[src/rtl/core/arc_pkg.sv]
// Package for the ack range coalescer: widths, packet id codes,
// the record type carried through the queue and the front status struct.
// No dependencies.
package arc_pkg;

  localparam int unsigned SeqW   = 24;
  localparam int unsigned CntW   = 16;
  localparam int unsigned IdW    = 8;
  localparam int unsigned QDepth = 4;
  localparam int unsigned QPtrW  = $clog2(QDepth);
  localparam int unsigned QLvlW  = $clog2(QDepth + 1);

  localparam logic [SeqW-1:0] SeqMax = '1;
  localparam logic [IdW-1:0]  IdNack = 8'hA0;
  localparam logic [IdW-1:0]  IdAck  = 8'hC0;

  typedef struct packed {
    logic            kind;
    logic [SeqW-1:0] first;
    logic [SeqW-1:0] final_seq;
    logic [CntW-1:0] count;
    logic            fin;
  } rec_t;

  typedef struct packed {
    logic [1:0] n_push;
    logic       run_open;
  } front_stat_t;

endpackage

[src/rtl/core/arc_front.sv]
// Front end of the ack range coalescer: holds the open run and turns each
// accepted sequence number into zero, one or two records.
// Depends on arc_pkg.
module arc_front (
  input  logic                     clk_i,
  input  logic                     rst_ni,
  input  logic                     accept_i,
  input  logic [arc_pkg::SeqW-1:0] seq_num_i,
  input  logic                     last_number_i,
  input  logic                     is_ack_i,
  output arc_pkg::rec_t            rec0_o,
  output arc_pkg::rec_t            rec1_o,
  output arc_pkg::front_stat_t     stat_o
);
  import arc_pkg::*;

  logic            open_q, open_d;
  logic            kind_q, kind_d;
  logic [SeqW-1:0] beg_q, beg_d;
  logic [SeqW-1:0] end_q, end_d;
  logic [CntW-1:0] cnt_q, cnt_d;
  logic [1:0]      n_push;
  rec_t            rec_f;

  always_comb begin
    open_d = open_q;
    kind_d = kind_q;
    beg_d  = beg_q;
    end_d  = end_q;
    cnt_d  = cnt_q;
    rec0_o = '0;
    rec1_o = '0;
    rec_f  = '0;
    n_push = 2'd0;
    if (accept_i) begin
      if (!open_q) begin
        kind_d = is_ack_i;
        cnt_d  = '0;
        beg_d  = seq_num_i;
        end_d  = seq_num_i;
        open_d = 1'b1;
      end else if (end_q != SeqMax && seq_num_i == end_q + 1'b1) begin
        end_d = seq_num_i;
      end else if (seq_num_i != end_q) begin
        rec0_o = '{kind_q, beg_q, end_q, cnt_q + 1'b1, 1'b0};
        n_push = 2'd1;
        cnt_d  = cnt_q + 1'b1;
        beg_d  = seq_num_i;
        end_d  = seq_num_i;
      end
      if (last_number_i) begin
        rec_f  = '{kind_d, beg_d, end_d, cnt_d + 1'b1, 1'b1};
        cnt_d  = cnt_d + 1'b1;
        open_d = 1'b0;
        if (n_push == 2'd0) begin
          rec0_o = rec_f;
        end else begin
          rec1_o = rec_f;
        end
        n_push = n_push + 2'd1;
      end
    end
  end

  always_ff @(posedge clk_i or negedge rst_ni) begin
    if (!rst_ni) begin
      open_q <= 1'b0;
      kind_q <= 1'b0;
      beg_q  <= '0;
      end_q  <= '0;
      cnt_q  <= '0;
    end else begin
      open_q <= open_d;
      kind_q <= kind_d;
      beg_q  <= beg_d;
      end_q  <= end_d;
      cnt_q  <= cnt_d;
    end
  end

  assign stat_o = '{n_push: n_push, run_open: open_q};

endmodule

[src/rtl/core/arc_queue.sv]
// Record queue between front and back of the ack range coalescer:
// up to two writes and one read per cycle.
// Depends on arc_pkg.
module arc_queue (
  input  logic                      clk_i,
  input  logic                      rst_ni,
  input  arc_pkg::rec_t             rec0_i,
  input  arc_pkg::rec_t             rec1_i,
  input  arc_pkg::front_stat_t      stat_i,
  input  logic                      pop_i,
  output arc_pkg::rec_t             head_o,
  output logic                      full_o,
  output logic                      empty_o,
  output logic [arc_pkg::QLvlW-1:0] level_o
);
  import arc_pkg::*;

  rec_t             mem_q [QDepth];
  logic [QPtrW-1:0] wp_q, wp_d;
  logic [QPtrW-1:0] rp_q, rp_d;
  logic [QLvlW-1:0] lvl_q, lvl_d;
  logic             pop_acc;

  assign empty_o = (lvl_q == '0);
  assign full_o  = (lvl_q > QLvlW'(QDepth - 2));
  assign pop_acc = pop_i && !empty_o;
  assign head_o  = mem_q[rp_q];
  assign level_o = lvl_q;

  always_comb begin
    wp_d  = wp_q + QPtrW'(stat_i.n_push);
    rp_d  = rp_q + QPtrW'(pop_acc);
    lvl_d = lvl_q + QLvlW'(stat_i.n_push) - QLvlW'(pop_acc);
  end

  always_ff @(posedge clk_i) begin
    if (stat_i.n_push != 2'd0) begin
      mem_q[wp_q] <= rec0_i;
    end
    if (stat_i.n_push == 2'd2) begin
      mem_q[wp_q + 1'b1] <= rec1_i;
    end
  end

  always_ff @(posedge clk_i or negedge rst_ni) begin
    if (!rst_ni) begin
      wp_q  <= '0;
      rp_q  <= '0;
      lvl_q <= '0;
    end else begin
      wp_q  <= wp_d;
      rp_q  <= rp_d;
      lvl_q <= lvl_d;
    end
  end

endmodule

[src/rtl/core/ack_range_coalescer.sv]
// Top level of the ack range coalescer: front end, record queue and
// record formatting onto the result ports.
// Depends on arc_pkg, arc_front, arc_queue.
//
//   channel  | handshake         | payload
//   ---------+-------------------+-----------------------------------------
//   request  | push / full       | seq_num_i, last_number_i, is_ack_i
//   record   | empty / pop       | packet_id_o, single_flag_o, range_first_o,
//            |                   | range_final_o, records_so_far_o,
//            |                   | final_record_o
//
// One request is taken per cycle while full is low; the run state is
// registered. A record shows on the result ports while at the queue head.
// A request makes zero, one or two records; the four-entry record queue
// raises full while fewer than two entries are free, so the sustained rate
// is set by how fast records are popped.
// Reset clears the run state and the queue pointers; no clearing pass.
module ack_range_coalescer (
  input  logic                     clk_i,
  input  logic                     rst_ni,
  input  logic                     push,
  output logic                     full,
  input  logic [arc_pkg::SeqW-1:0] seq_num_i,
  input  logic                     last_number_i,
  input  logic                     is_ack_i,
  output logic                     empty,
  input  logic                     pop,
  output logic [arc_pkg::IdW-1:0]  packet_id_o,
  output logic                     single_flag_o,
  output logic [arc_pkg::SeqW-1:0] range_first_o,
  output logic [arc_pkg::SeqW-1:0] range_final_o,
  output logic [arc_pkg::CntW-1:0] records_so_far_o,
  output logic                     final_record_o
);
  import arc_pkg::*;

  logic             accept;
  rec_t             rec0, rec1, head;
  front_stat_t      fstat;
  logic [QLvlW-1:0] level;

  assign accept = push && !full;

  arc_front u_front (
    .clk_i         (clk_i),
    .rst_ni        (rst_ni),
    .accept_i      (accept),
    .seq_num_i     (seq_num_i),
    .last_number_i (last_number_i),
    .is_ack_i      (is_ack_i),
    .rec0_o        (rec0),
    .rec1_o        (rec1),
    .stat_o        (fstat)
  );

  arc_queue u_queue (
    .clk_i   (clk_i),
    .rst_ni  (rst_ni),
    .rec0_i  (rec0),
    .rec1_i  (rec1),
    .stat_i  (fstat),
    .pop_i   (pop),
    .head_o  (head),
    .full_o  (full),
    .empty_o (empty),
    .level_o (level)
  );

  assign packet_id_o      = head.kind ? IdAck : IdNack;
  assign single_flag_o    = (head.first == head.final_seq);
  assign range_first_o    = head.first;
  assign range_final_o    = head.final_seq;
  assign records_so_far_o = head.count;
  assign final_record_o   = head.fin;

  a_level_bound : assert property (@(posedge clk_i) disable iff (!rst_ni)
    level <= QLvlW'(QDepth))
    else $error("record queue level above depth");

  a_first_item_one_rec : assert property (@(posedge clk_i) disable iff (!rst_ni)
    (accept && !fstat.run_open) |-> (fstat.n_push <= 2'd1))
    else $error("packet start produced a closing record");

  a_two_recs_on_last : assert property (@(posedge clk_i) disable iff (!rst_ni)
    (fstat.n_push == 2'd2) |-> (accept && last_number_i))
    else $error("two records without a last request");

  a_pop_advances : assert property (@(posedge clk_i) disable iff (!rst_ni)
    (pop && !empty && fstat.n_push == 2'd0) |=> (level == $past(level) - 1'b1))
    else $error("pop did not drain the queue");

endmodule
[config.mk]
export PLATFORM = sky130hd
export DESIGN_NAME = ack_range_coalescer
export DESIGN_NICKNAME = d
export VERILOG_FILES = /design/src/rtl/core/arc_pkg.sv /design/src/rtl/core/arc_front.sv /design/src/rtl/core/arc_queue.sv /design/src/rtl/core/ack_range_coalescer.sv
export SDC_FILE = /design/constraint.sdc
export NUM_CORES = 1
export LEC_CHECK = 0
export BUFFER_PORTS_ARGS = -buffer_cell sky130_fd_sc_hd__buf_2
export CAP_MARGIN = 5
export CORE_MARGIN = 3
export CORE_UTILIZATION = 40
export DETAILED_ROUTE_END_ITERATION = 12
export PLACE_DENSITY = 0.61
export SYNTH_ARGS = -nofsm -noshare
export SYNTH_HDL_FRONTEND = slang
export SYNTH_SLANG_ARGS = --single-unit
export TNS_END_PERCENT = 1
[constraint.sdc]
create_clock -name clk_i -period 9.7 [get_ports clk_i]
set_input_delay 0.97 -clock clk_i [delete_from_list [all_inputs] [get_ports clk_i]]
set_output_delay 0.97 -clock clk_i [all_outputs]
set_load 0.1 [all_outputs]
======== Word level (Yosys, flattened, before mapping) ========
Memories as Yosys holds them, arrays and structs flattened.
Cells that the tools add are included.
cells by class
  muxes and demuxes ....................... 33
  equality and inequality tests ........... 5
  reductions and logical operators ........ 8
  magnitude comparators ................... 1
  $add $sub $neg .......................... 9
operator list
  kind                                                            number
  2-to-1 mux 66 bit                                               9
  2-to-1 mux 24 bit                                               6
  2-to-1 mux 16 bit                                               5
  == test 24 bit                                                  2
  adder 16 x 1 -> 16 bit (second input constant)                  2
  adder 24 x 1 -> 24 bit (second input constant)                  1
  != test 24 bit                                                  1
  != test 24 bit (second input constant)                          1
  2-to-1 mux 2 bit                                                5
  2-to-1 mux 1 bit                                                7
  2-to-1 mux 7 bit                                                1
  adder 2 x 1 -> 2 bit (second input constant)                    2
  adder 3 x 2 -> 3 bit                                            1
  greater-than comparator 3 x 2 -> 1 bit (second input constant)  1
  logical AND 1 bit                                               3
  zero test 3 bit                                                 1
  subtractor 3 x 1 -> 3 bit                                       1
  adder 2 x 1 -> 2 bit                                            1
  adder 2 bit                                                     1
  == test 2 bit (second input constant)                           1
  zero test 1 bit                                                 2
  zero test 2 bit                                                 1
  nonzero test 2 bit                                              1
storage, ports and cells
  flip-flop bits (word level) ............. 73
  input port bits ......................... 30
  memories ................................ 1
  word-level logic and storage cells ...... 65
  RAM bits ................................ 264
memory list
  name           depth  width  read ports  clocked after memory_dff  write ports  line             source
  u_queue.mem_q  4      66     1           0                         2            arc_queue.sv:18  rec_t mem_q [QDepth];

======== Logic depth before layout (Yosys ltp) ========
Gate-level depths: netlist (run 1).
  word-level depth ........................ 12
  gate-level depth with buffers ........... 21

======== By module ========
From an unflattened synthesis (run 1), not the netlist that was laid out.
unflattened totals
  cells, all modules ...................... 1507
  area total of the unflattened synthesis .. 20071.8 sq um
modules (own cells, without submodules)
  module               times used  cells an instance  area an instance (sq um)
  arc_queue            1           679                13430.4
  arc_front            1           786                6314.8
  ack_range_coalescer  1           42                 326.6

======== Worst setup path after synthesis (run 1) ========
No wires, ideal clock.
  path kind ............................... input-to-reg
  start point ............................. in seq_num_i[4] in the netlist's numbering
  end point ............................... mem u_queue.mem_q[0][0] in the netlist's numbering, enable pin
  path buffers ............................ 3
  required time ........................... 9.188 ns
  stages .................................. 13
  arrival time ............................ 7.333 ns
  library setup time ...................... 0.512 ns
  path slack .............................. 1.856 ns
  path through ............................ xor2_1 mux2_2 o32ai_1 o2111ai_1 nor4_2 a21oi_2 nand2_1 clkbuf_1 buf_1 ha_1 clkbuf_1 or3_1 a21oi_1
RTL lines
  what         line                       source
  from (decl)  ack_range_coalescer.sv:23  input logic [arc_pkg::SeqW-1:0] seq_num_i,
  to (decl)    arc_queue.sv:18

==> results of run 1 <==
==> critical path, cell delays in order (launching register included) <==
cell and delay (ns):
dfrtp_1 0.56, ha_1 0.29, and4_4 0.27, nand4_1 0.14, or4_1 0.56, xor2_1 0.26
nor4_2 0.11, a21oi_2 0.13, buf_4 0.32, nand2_1 0.09, buf_4 0.27, ha_1 0.46
and3_1 0.24, nand3_1 0.46, nor2_1 0.35, a31oi_1 0.09, nor2_2 1.00, a22o_1 0.26
==> cell families (layout without fill, tap and decap cells) <==
family / after synthesis / after routing
XOR/XNOR: 94 / 94
AND/OR/NAND/NOR: 502 / 502
AO/OA/AOI/OAI: 440 / 440
other: 2 / 10
adder cells (fa/ha/maj): 12 / 12
multiplexers: 153 / 153
flip-flops: 337 / 337
buffers and inverters: 204 / 221
==> sequential cells by signal, summed over array words and instances (netlist names) <==
| register | cells |
|---|---|
| u_front.end_q | 24 |
| u_front.open_q | 1 |
| u_front.beg_q | 24 |
| u_front.cnt_q | 16 |
| u_queue.wp_q | 2 |
| u_front.kind_q | 1 |
| u_queue.mem_q | 264 |
| u_queue.level_o | 3 |
| u_queue.rp_q | 2 |
==> area by class of cell <==
cell class | count | share of cell area, %
Tap cell | 615 | 3.56
Clock inverter | 15 | 1.03
Sequential cell | 337 | 45.2
Multi-Input combinational cell | 1207 | 41.4
Timing Repair Buffer | 129 | 3.38
Antenna cell | 4 | 0.0464
Inverter | 22 | 0.382
Clock buffer | 55 | 5.03
==> metal layers <==
metal / track usage, % / wire length (um)
met3: 3.34 / 3770
met1: 30.3 / 24500
met2: 38.3 / 29200
met5: 0 / 0
met4: 7.70 / 1680
==> power breakdown <==
group / internal [uW] / switching, uW
registers: 1880 / 369
logic: 940 / 2600
clock network: 915 / 601
==> cells in the final DEF (no fill, tap or decap), types with 39 or more instances in the layout <==
cell,instances
nand2_1,140
dfrtp_1,70
xnor2_1,53
clkbuf_16,39
xor2_1,41
a22o_1,92
a21oi_1,47
edfxtp_1,264
nand3_1,146
o21ai_0,173
buf_2,98
mux2_2,52
mux4_2,67
nor2_1,73
==> per-stage QoR <==
| stage | total power (uW) | setup WS [ns] | util, % | std cells | area [um2] |
|---|---|---|---|---|---|
| 6_report | 7300 | 3.68 | 45.1 | 2384 | 21600 |
| 5_1_grt | 7580 | 3.31 | 45.1 | 2381 | 21600 |
| 4_1_cts | 7340 | 3.84 | 45.1 | 2379 | 21600 |
| 3_5_place_dp | 5820 | 3.39 | 42.3 | 2309 | 20300 |
| 3_3_place_gp | 5780 | 3.51 | 42.3 | 2309 | 20300 |
| 2_1_floorplan | 4960 | 1.86 | - | 1748 | 19400 |
==> worst min-delay path by stage <==
stage,depth (start not counted),to,from,slack [ns]
after floorplan,1,u_queue.level_o[2]$_DFF_PN0_,u_queue.level_o[2]$_DFF_PN0_,0.47
after global placement,1,u_queue.level_o[2]$_DFF_PN0_,u_queue.level_o[2]$_DFF_PN0_,0.49
after detailed placement,1,u_queue.level_o[2]$_DFF_PN0_,u_queue.level_o[2]$_DFF_PN0_,0.51
after CTS,1,u_front.beg_q[3]$_DFFE_PN0P_,rst_ni,0.39
after global routing,1,u_front.cnt_q[5]$_DFFE_PN0P_,rst_ni,0.40
final,1,u_front.cnt_q[5]$_DFFE_PN0P_,rst_ni,0.38
==> cell usage after synthesis (10+ instances only) <==
master / number / area (um2)
edfxtp_1: 264 / 7930
o21ai_0: 173 / 866
nand3_1: 146 / 731
nand2_1: 141 / 529
clkbuf_1: 135 / 507
a22o_1: 92 / 806
nor2_1: 80 / 300
dfrtp_1: 73 / 1830
mux4_2: 67 / 1510
a21oi_1: 53 / 265
xnor2_1: 53 / 464
mux2_2: 52 / 586
xor2_1: 41 / 359
mux2i_1: 33 / 330
nor3_1: 23 / 115
buf_1: 22 / 82.6
inv_1: 21 / 78.8
a22oi_1: 16 / 120
nand4_1: 16 / 100
o22ai_1: 16 / 100
buf_2: 14 / 70.1
and3_1: 13 / 81.3
o211ai_1: 13 / 97.6
a31oi_1: 12 / 75.1
nor4_1: 12 / 75.1
ha_1: 11 / 138
and4_1: 10 / 87.6
==> flow_metrics.tcl, run 1 <==
set metrics [dict create \
    multi_input_area_um2 8930 \
    ys_seq_elements 337 \
    core_area_um2 47800 \
    cp_data_required_time_ns 10.12 \
    hold_slack_ns 0.376 \
    synth-adder-area-share_pct 0.813 \
    drcViolationCount 0 \
    setup_viol 0 \
    clockBufferDepth 3 \
    hold_viol_final 0 \
    overflow 0 \
    yosysSeqAreaShare_pct 50.3 \
    post_cts_resized 0 \
    die_y_um 226 \
    n_fill_cell 4390 \
    grt_pass1_wl_um 88500 \
    post_cts_buffers 0 \
    drive_gt1_share_pct 20.0 \
    tightest_slew_ns 1.30 \
    r2r-end "u_queue.mem_q[0][38]$_DFFE_PP_" \
    dieArea_um2 51200 \
    vias_per_cell 6.17 \
    rrSetupSlack_ns 3.68 \
    drtIter0Drc 1564 \
    yosysWarnings 0 \
    insertion_delay_ns 0.56 \
    synth-edff-count 264 \
    die_w_um 226 \
    fin_tns_setup_ns 0 \
    portBuffers 99 \
    powerDensity_nw_per_um2 338 \
    postCtsHoldBufs 0 \
    syn_inst 1744 \
    grt_setup_unrepaired "false" \
    rows 80 \
    reg2reg_from "u_front.end_q[1]$_DFFE_PN0P_" \
    worstSetupEndpointType "register" \
    crit_path_start "u_front.end_q[1]$_DFFE_PN0P_" \
    place.gp.congestion 0.899 \
    dr.pass1.iters 5 \
    drv_cap 0 \
    synth_compound_gate_area_share_pct 14.9 \
    fmax_mhz 166 \
    antenna_left 0 \
    outcome "finished clean" \
    crit_type "reg -> reg" \
    cts_tree "yes" \
    finalMaxSlewViolations 0 \
    fin_worst_skew_ns 0.0278 \
    reg2reg_depth 17 \
    dp_hpwl_um 37400 \
    clkTransAtPathRegs_ns 0.06 \
    synth-xor-area-share_pct 4.24 \
    areaGrowthSynthToFinish_pct 11.3 \
    synth-simple-area-share_pct 12.8 \
    start_util_pct 40.6 \
    worstSetupEndpoint "u_queue.mem_q[0][38]$_DFFE_PP_" \
    synth_top_family_by_area "compound AO/OA/AOI/OAI gates" \
    drt-wirelength-per-cell_um 24.8 \
    relSlewSlack_pct 13.1 \
    clockRootBuffer "clkbuf_16" \
    async_flop_share_pct 21.7 \
    num_io_pins 106 \
    grt_max_degree 113 \
    synth.distinct_cells 77 \
    start_kind "register" \
    synth_ff_type "edfxtp_1" \
    holdCritPathClass "in -> async" \
    h-tree-depth 2 \
    crit_arrival_ns 6.45 \
    nets 1777 \
    grt_usage_pct 22.7 \
    grt_antenna_before_repair 3 \
    clock_sinks 337 \
    routed_wl_um 59200 \
    crit_fanout 27 \
    finalCriticalPeriod_ns 6.02 \
    grt_pass1_vias 14200 \
    avgSynthCellArea_um2 11.1 \
    ir_drop_uv 184 \
    synth_mux_area_share_pct 12.6 \
    seqCellArea_um2 9760 \
    leakage_uw 0.00736 \
    cts_buffers 38 \
    finalCritPeriodShare_pct 62.1 \
    mappedNetlistArea_um2 19400 \
    vias 14700 \
]
No activity file was read; power rests on OpenSTA's default activity.
==> run 2, diff against run 1 <==
ABC_AREA = 1   (was default)
clock period = 5.7 ns   (was 9.7 ns; I/O delays follow)
==> run 2 against run 1 <==
Net effect:
- cell count up 26%
- synthesized cell count up 34%
- flip-flop and latch count unchanged
- non-clock buffer count up 2
- setup slack worse by 3.0 ns
- register-to-register slack worse by 2.7 ns
- critical path depth down 8
- via count up 18%
- combinational power up 98%
- count of clock-buffer cells in the layout down 9
- critical endpoint is now single_flag_o
==> flow_metrics.tcl, run 2 <==
set metrics [dict create \
    finalCritPeriodShare_pct 87.4 \
    fmax_mhz 201 \
    power_frac_comb_pct 54.5 \
    grt_pass1_vias 16100 \
    final_util_pct 45.1 \
    crit_fanout 100 \
    cp_data_required_time_ns 5.13 \
    post_cts_resized 0 \
    vias 17300 \
    finalMaxSlewViolations 0 \
    seqCellArea_um2 9760 \
    cp_cell_sequence "clkinv_2, buf_4, o21ai_0, o22ai_1, xor2_1, nor4_1, nand3_1, nor3_1, buf_2" \
    stdcell_count 2998 \
    n_fill_cell 4665 \
    drv_cap 0 \
    clockPowerShare_pct 17.4 \
    crit_path_start "u_queue.rp_q[0]$_DFF_PN0_" \
    mappedNetlistArea_um2 19500 \
    overflow 0 \
    start_kind "register" \
    max_stage_delay_ns 0.83 \
    clkTransAtPathRegs_ns 0.06 \
    start_util_pct 40.6 \
    drive_gt1_share_pct 11.0 \
    h-tree-depth 2 \
    intPower_uw 5830 \
    grt_pass1_wl_um 95000 \
    clock_sinks 337 \
    ys_seq_elements 337 \
    synth-edff-count 264 \
    postCtsHoldBufs 1 \
    drtIter0Drc 2141 \
    core_area_um2 47900 \
    final_common_cell "nand2_1" \
    yosysSeqAreaShare_pct 50.1 \
    sw_frac_of_total_pct 54.7 \
    nets 2397 \
    grt_setup_unrepaired "false" \
    rrSetupSlack_ns 0.96 \
    reg2reg_depth 20 \
    tightest_slew_ns 1.07 \
    holdCritPathClass "in -> async" \
    place_ws_ns 1.07 \
    die_w_um 227 \
    outcome "finished clean" \
    largest_register "u_queue.mem_q" \
    routed_wl_um 61700 \
    drt-wirelength-per-cell_um 20.6 \
    diodes 0 \
    dieArea_um2 51400 \
    synthTopCellsByCount "nand2_1 (467), o21ai_0 (466), edfxtp_1 (264)" \
    post_cts_buffers 0 \
    dr.pass1.iters 6 \
    rows 80 \
    dp_hpwl_um 41700 \
    r2r-end "u_queue.mem_q[0][51]$_DFFE_PP_" \
    slowest_stage "buf_4" \
    worst_slack_ns 0.718 \
    setup_viol 0 \
    crit_buf_inv 3 \
    grt_usage_pct 23.7 \
    fin_tns_setup_ns 0 \
    worstSetupEndpointType "primary output" \
    async_flop_share_pct 21.7 \
    hold_viol_final 0 \
    multi_input_area_um2 8570 \
    reg.largest.list "u_queue.mem_q (264), u_front.beg_q (24), u_front.end_q (24)" \
    reg2reg_from "u_front.end_q[1]$_DFFE_PN0P_" \
    die_y_um 227 \
    portBuffers 99 \
    hold_slack_ns 0.421 \
    clockBufferDepth 3 \
    final_cell_mix "nand2_1 (467), o21ai_0 (462), edfxtp_1 (264)" \
    crit_arrival_ns 4.41 \
    place.gp.congestion 0.969 \
    ir_drop_uv 578 \
    drcViolationCount 0 \
    powerDensity_nw_per_um2 595 \
    netlist.area_leader.share_pct 40.7 \
    yosysMostFrequentCell "nand2_1" \
    yosysWarnings 0 \
    clockRootBuffer "clkbuf_16" \
    relSlewSlack_pct 28.5 \
    synth_ff_type "edfxtp_1" \
    synth.distinct_cells 48 \
    avgSynthCellArea_um2 8.36 \
    p_switching_uw 7030 \
    crit_type "reg -> out" \
    antenna_left 0 \
    cp_top_family "buffers and inverters" \
    leakage_uw 0.00844 \
    finalCriticalPeriod_ns 4.98 \
    dp_cells 2930 \
    cts_tree "yes" \
    power_frac_seq_pct 28.1 \
    areaGrowthSynthToFinish_pct 11.0 \
    insertion_delay_ns 0.55 \
    cts_buffers 37 \
    yosys-top-cells-area "edfxtp_1 (41%), o21ai_0 (12%), dfrtp_1 (9.4%), nand2_1 (9.0%), nor2_1 (4.7%)" \
    synth_top_cell_by_area "edfxtp_1" \
    num_io_pins 106 \
    largest_reg_flops 264 \
    syn_inst 2330 \
    vias_per_cell 5.77 \
    grt_max_degree 101 \
    grt_antenna_before_repair 2 \
    fin_worst_skew_ns 0.0282 \
]
## run 2: cell types whose count changed after synthesis, sizes merged, moves of 52 or more
cell / delta
a22o: -92
inv: +144
mux2: -52
mux4: -67
nand2: +357
nor2: +181
o21ai: +305
## run 2: cell families after synthesis
family	Yosys count	synth area share, %
and+or+nand+nor	940	21.1
AOI/OAI and AO/OA	659	18.7
DFF	337	50.1
buffers and inverters	319	6.51
xor gates and xnor gates	61	2.74
adders and majority gates	12	0.809
other	2	0.0385
## run 2: worst max path at each step
stage | to | slack (ns) | cells after the start
final | single_flag_o | 0.72 | 9
after global routing | single_flag_o | 0.46 | 9
after CTS | single_flag_o | 0.67 | 9
after detailed placement | u_queue.mem_q[0][28]$_DFFE_PP_ | 1.07 | 20
after global placement | u_queue.mem_q[3][5]$_DFFE_PP_ | 1.23 | 18
after floorplan | u_queue.mem_q[3][0]$_DFFE_PP_ | -0.42 | 18
## run 2: cell type report
cell class / instances / share of cell area (%)
flip-flops and latches: 337 / 45.1
inverters: 170 / 2.96
clock inverters: 21 / 0.486
clock buffers: 46 / 4.58
repair buffers: 131 / 3.66
multi-input cells: 1678 / 39.6
well taps: 615 / 3.56
## run 2: routing by layer
layer  GRT usage (%)  up-vias  share of wire [%]
met5               0        -                  0
met4            5.26        0                1.9
met3            4.70       91                9.7
met2            35.6      770                 43
met1            35.3     8310                 45
li1                -     8139                  -
## run 2: power by group through the flow
stage	Sequential, uW	Clock, uW	Combinational, uW
after floorplan	3530	0	5490
after global placement	3630	0	6940
after detailed placement	3650	0	6990
after CTS	3600	2270	7010
after global routing	3650	2370	7490
final	3610	2240	7010
## run 2: worst register-to-register path, stage by stage, from the launching register on
cell,delay [ns]
dfrtp_1,0.46
ha_1,0.25
nand2_2,0.10
nor2_4,0.17
nand2_1,0.10
nor2_1,0.22
nand3_1,0.15
nand4_1,0.17
nor2_4,0.07
nand2_4,0.18
nand2_8,0.28
nor2_4,0.29
inv_2,0.06
ha_1,0.29
inv_1,0.05
nor2_1,0.09
inv_1,0.17
nor2_4,0.13
clkinv_1,0.48
o21ai_4,0.23
buf_12,0.37
## run 2: metrics by stage
step | cell area, um2 | total power [uW]
floorplan | 19500 | 9020
global placement | 20500 | 10600
detailed placement | 20500 | 10600
CTS | 21600 | 12900
global route | 21600 | 13500
finish | 21600 | 12900
